--- src/rtl/vpp_pkg.sv ---
// ----------------------------------------------------------------------------
// vpp_pkg
// Shared constants and types of the vertex perspective projection block.
// ----------------------------------------------------------------------------
package vpp_pkg;

    localparam int VIEW_WIDTH  = 640;
    localparam int VIEW_HEIGHT = 480;
    localparam int VIEW_BITS   = 16;

    localparam int NREG    = 8;
    localparam int REG_W   = 64;
    localparam int ADDR_W  = 6;
    localparam int ENT_W   = 32;
    localparam int PT_W    = 32;
    localparam int FRAC_W  = 16;
    localparam int PROD_W  = ENT_W + PT_W - FRAC_W;
    localparam int CLIP_W  = 50;
    localparam int MAG_W   = CLIP_W;
    localparam int QUO_W   = 36;
    localparam int NDC_W   = QUO_W + 2;
    localparam int DIV_LAT = QUO_W + 2;
    localparam int SCR_W   = 16;
    localparam int SCR_P_W = NDC_W + VIEW_BITS;
    localparam int DEPTH_W = 32;

    localparam int QDEPTH  = 4;
    localparam int QPTR_W  = 2;
    localparam int QCNT_W  = 3;

    typedef logic [NREG-1:0][REG_W-1:0] mat_t;
    typedef logic signed [CLIP_W-1:0] clip_t;

    typedef struct packed {
        logic  behind;
        clip_t x;
        clip_t y;
        clip_t z;
        clip_t w;
    } clip_vec_t;

endpackage

--- src/rtl/vpp_queue.sv ---
// ----------------------------------------------------------------------------
// vpp_queue
// Short queue of clip-space points between the front and back parts.
// ----------------------------------------------------------------------------
module vpp_queue (
    input  logic               clk,
    input  logic               rst_n,
    input  logic               push,
    input  vpp_pkg::clip_vec_t push_data,
    output logic               full,
    input  logic               pop,
    output vpp_pkg::clip_vec_t pop_data,
    output logic               empty
);
    import vpp_pkg::*;

    clip_vec_t         mem_reg [QDEPTH];
    logic [QPTR_W-1:0] wr_reg;
    logic [QPTR_W-1:0] rd_reg;
    logic [QCNT_W-1:0] cnt_reg;

    assign full     = (cnt_reg == QCNT_W'(QDEPTH));
    assign empty    = (cnt_reg == '0);
    assign pop_data = mem_reg[rd_reg];

    always_ff @(posedge clk)
    begin
        if (push)
        begin
            mem_reg[wr_reg] <= push_data;
        end
    end

    always_ff @(posedge clk or negedge rst_n)
    begin
        if (!rst_n)
        begin
            wr_reg  <= '0;
            rd_reg  <= '0;
            cnt_reg <= '0;
        end
        else
        begin
            if (push)
            begin
                wr_reg <= wr_reg + 1'b1;
            end
            if (pop)
            begin
                rd_reg <= rd_reg + 1'b1;
            end
            if (push && !pop)
            begin
                cnt_reg <= cnt_reg + 1'b1;
            end
            else if (pop && !push)
            begin
                cnt_reg <= cnt_reg - 1'b1;
            end
        end
    end

`ifndef NO_ASSERTIONS
    a_count: assert property (@(posedge clk) disable iff (!rst_n)
        cnt_reg <= QCNT_W'(QDEPTH))
        else $error("queue count out of range");
    a_no_overrun: assert property (@(posedge clk) disable iff (!rst_n)
        !(push && full) && !(pop && empty))
        else $error("queue overrun or underrun");
`endif

endmodule

--- config.mk ---
export PLATFORM = sky130hd
export DESIGN_NAME = vpp_queue
export DESIGN_NICKNAME = d
export VERILOG_FILES = /design/src/rtl/vpp_pkg.sv /design/src/rtl/vpp_queue.sv
export SDC_FILE = /design/constraint.sdc
export NUM_CORES = 1
export LEC_CHECK = 0
export BUFFER_PORTS_ARGS = -buffer_cell sky130_fd_sc_hd__buf_2
export CAP_MARGIN = 20
export CELL_PAD_IN_SITES_DETAIL_PLACEMENT = 1
export CELL_PAD_IN_SITES_GLOBAL_PLACEMENT = 2
export CORE_MARGIN = 3
export CORE_UTILIZATION = 49
export DETAILED_ROUTE_END_ITERATION = 10
export PLACE_DENSITY = 0.87
export SYNTH_ARGS = -nofsm -noshare
export SYNTH_HDL_FRONTEND = slang
export SYNTH_SLANG_ARGS = --single-unit
--- constraint.sdc ---
create_clock -name clk -period 11.8 [get_ports clk]
set_input_delay 0 -clock clk [delete_from_list [all_inputs] [get_ports clk]]
set_output_delay 0 -clock clk [all_outputs]
set_load 0.005 [all_outputs]
======== After elaboration in Yosys (flattened, before gate mapping) ========
Memory sizes are Yosys's and may differ from the RTL's.
Index checks and enable logic that the tools add are counted.
cells by class
  add/subtract/negate cells ............... 4
  eq/ne operators ......................... 1
  multiplexer cells ....................... 4
  reduce and logical (&&, ||, !) cells .... 6
operators by type and width
  operator             number
  $mux 3               2
  $add 2x1->2 const B  2
  $add 3x1->3 const B  1
  $eq 3x3->1 const B   1
  $logic_not 3->1      1
  $sub 3x1->3 const B  1
  $logic_and 1x1->1    2
  $logic_not 1->1      2
  $mux 1               2
  $reduce_bool 2->1    1
word-level totals
  register bits after elaboration ......... 7
  bits in writable memories ............... 804
  input bits .............................. 205
  output and inout port bits .............. 203
  logic and storage cells ................. 19
  memories kept ........................... 1
memory list
  name     depth  width  rd ports  clocked after Yosys merged registers in  wr ports  line             RTL
  mem_reg  4      201    1         0                                        1         vpp_queue.sv:17  clip_vec_t mem_reg [QDEPTH];

======== Depth between registers and ports, before layout ========
  word-level depth ........................ 4
  mapped depth ............................ 7
  gate-level depth less buffers ........... 7

======== Worst setup path after synthesis ========
OpenSTA, ideal clock, no wires.
  kind .................................... reg-to-reg
  start ................................... reg wr_reg[0]
  end ..................................... mem mem_reg[2][0] (netlist name), enable pin
  setup time .............................. 586 ps
  data arrival time ....................... 5,187 ps
  path slack .............................. 6,027 ps
  cell stages (with the launch flop) ...... 4
  period minus slack after synthesis ...... 5,773 ps
  path through ............................ dfrtp_1 -> inv_1 -> ha_1 -> and2_1
RTL lines
  item                    line             RTL
  from (decl)             vpp_queue.sv:18  logic [QPTR_W-1:0] wr_reg;
  from (signal assigned)  vpp_queue.sv:46  wr_reg <= wr_reg + 1'b1;
  to (decl)               vpp_queue.sv:17
Straight into the memory's write port.

==> metrics.cfg <==
[outcome]
status=finished clean

[finish]
syn2layout_area_growth_pct=25.18
drive_above_1_share=0.4121
largest_register_ffs=804
regArea_mm2=0.02433
nets=1964
multiInputGateArea_mm2=0.004737
nFillCells=4920

[cts]
clock_path_buffers=3
numCtsBuffers=81
insertion_delay_ns=0.62
cts_setup_buffers=0
postCtsHoldBufs=205
clkSlewWorstSetupHoldPaths_ns=0.07
cts.sinks=811
htree_levels=3
cts_resized=0
cts-root-buf=clkbuf_16
cts_tree=yes

[synthesis]
syn-cell-area_mm2=0.02941
synth_cells=1084
ys_seq_area_frac=0.8268
yosys.area.top_type_share=0.8209
synth_cell_types=21
yosysTopAreaCell=edfxtp_1
synthSimpleGateAreaFrac=0.001659
async_reset_ff_frac=0.008631
yosysMostFrequentCell=edfxtp_1
ys_top_cells_by_area=edfxtp_1 82%, mux4_2 15%, buf_6 0.73%, dfrtp_1 0.60%, buf_2 0.34%
synth_mux_area_frac=0.1543
synthTopCellsByCount=804 x edfxtp_1, 201 x mux4_2, 20 x buf_2, 19 x buf_6, 7 x dfrtp_1
yosys.area_share.adder=0.002808
syn_avg_cell_area_um2=27.13
ys_warn_count=0
synth_compound_area_frac=0.0001702
syn-num-nets=1295
ys.flop_type=edfxtp_1
synth_top_family_by_area=multiplexers
ys_ff_latch=811
synth_edf_count=804
synthXorXnorAreaFrac=0.001787

[grt]
grt_max_degree=69
grt_pass1_wl_um=108700
overflow=0
grt_pass1_vias=16240
antenna_found_initial=8
track_usage=0.2355

[route]
routedWlPerCell_um=28.36
viasPerCell=5.590
drt-total-wl_um=73590
drt_iter0_markers=1111
dr.pass1.iters=7
drc=0
num_vias=14510
antenna_left=0

[power_and_ir_drop]
p_leak_nw=12.66
total_power_mw=8.861
vdd_drop_max_mv=0.2074
powerDensity_mw_per_mm2=240.7

[placement]
place_hpwl_um=40880
gp_congestion=0.7767
numPortBuffers=407

[floorplan]
die_w_um=251
pin_count=408
die_area_mm2=0.06300
die_h_um=251
core_area_mm2=0.05924
num_rows=89
initial_utilization=0.4965

[sta]
hold_viol=0
setup_violations=0
tns_ns=0
max_freq_mhz=246.0
min_period_ns=4.065
slew_headroom=0.2926
period_share=0.3445
rsz0062_at_grt=no
skew_ns=0.01595
worst_pin_slew_ns=1.061
maxSlewViolCount=0

[hold_path]
min_from=push_data[105]
hp-class=input pin to flop

[critical_path]
cp-startpoint=rd_reg[0]
path_max_fanout=48
timing.rr.start=wr_reg[1]
worstPathRequired_ns=11.80
critPathCaptureType=output pin
arrival_ns=4.07
crit_type=flop to output pin
startpoint_type=flop

[run]
cap_violations=0

[routing by layer]
layer  GRT usage  vias to the layer above  routed length [um]
met4     0.07243                        6                1938
met1      0.2815                     7651               26280
li1            -                     6075                   -
met2      0.4206                      654               39530
met5    0.007519                        -                  34
met3     0.06228                      120                5813
[worst max-delay path, stage by stage (launching register included)]
cell     delay [ns]
dfrtp_4        0.97
buf_4          0.86
buf_4          0.72
mux4_2         0.63
buf_2          0.16
[layout make-up]
class / count / share of cell area
flip-flops and latches: 811 / 0.6607
well taps: 773 / 0.02627
inverters: 4 / 0.0004078
repair buffers: 631 / 0.1155
clock inverters: 49 / 0.01023
diodes: 7 / 0.0004758
multi-input cells: 224 / 0.1287
clock buffers: 96 / 0.05774
[metrics by stage]
stage	setup WS, ns	hold slack (ns)	cells	area (um2)	utilization
global placement	8.232	-0.1552	2237	32220	0.5438
floorplan	6.027	-0.2956	1084	29410	-
finish	7.735	0.1433	2595	36820	0.6215
global route	7.305	0.1154	2593	36810	0.6214
CTS	7.547	0.09124	2588	36800	0.6212
detailed placement	8.224	-0.1474	2238	32240	0.5443
[cell families after synthesis]
group | Yosys count
flip-flops | 811
buffers and inverters | 49
AND/OR/NAND/NOR | 9
multiplexers | 202
adder cells (fa/ha/maj) | 6
AO/OA/AOI/OAI | 1
XOR/XNOR | 6
[where the power goes]
part	leakage, nW	switching, mW	internal (mW)
sequential	7.46	0.213	3.77
clock	1.23	1.10	1.38
combinational	3.96	1.27	1.12
[placed cells by master (no fill, tap or decap), types with 2 or more instances in the layout]
cell type,instances
inv_6,3
xor2_1,4
clkinv_2,19
bufinv_16,4
buf_2,407
ha_1,5
clkinvlp_4,2
dfrtp_4,2
mux4_2,201
dfrtp_1,5
clkinv_1,18
nand2_1,2
clkinv_8,2
inv_1,4
and2_4,4
buf_4,18
clkbuf_16,83
dlygate4sd3_1,205
diode_2,7
xnor2_1,2
edfxtp_1,804
clkbuf_1,13
[final timing paths]
kind,to,cells past startpoint,slack [ns]
setup / recovery,pop_data[88],4,7.73
hold / removal,mem_reg[2][105],2,0.14
setup reg to reg,mem_reg[1][71],5,8.63
hold reg to reg,wr_reg[0],1,0.55
max in group asynchronous,rd_reg[1],3,11.01
min in group asynchronous,cnt_reg[1],3,0.45
No activity file was read; power rests on OpenSTA's default activity.
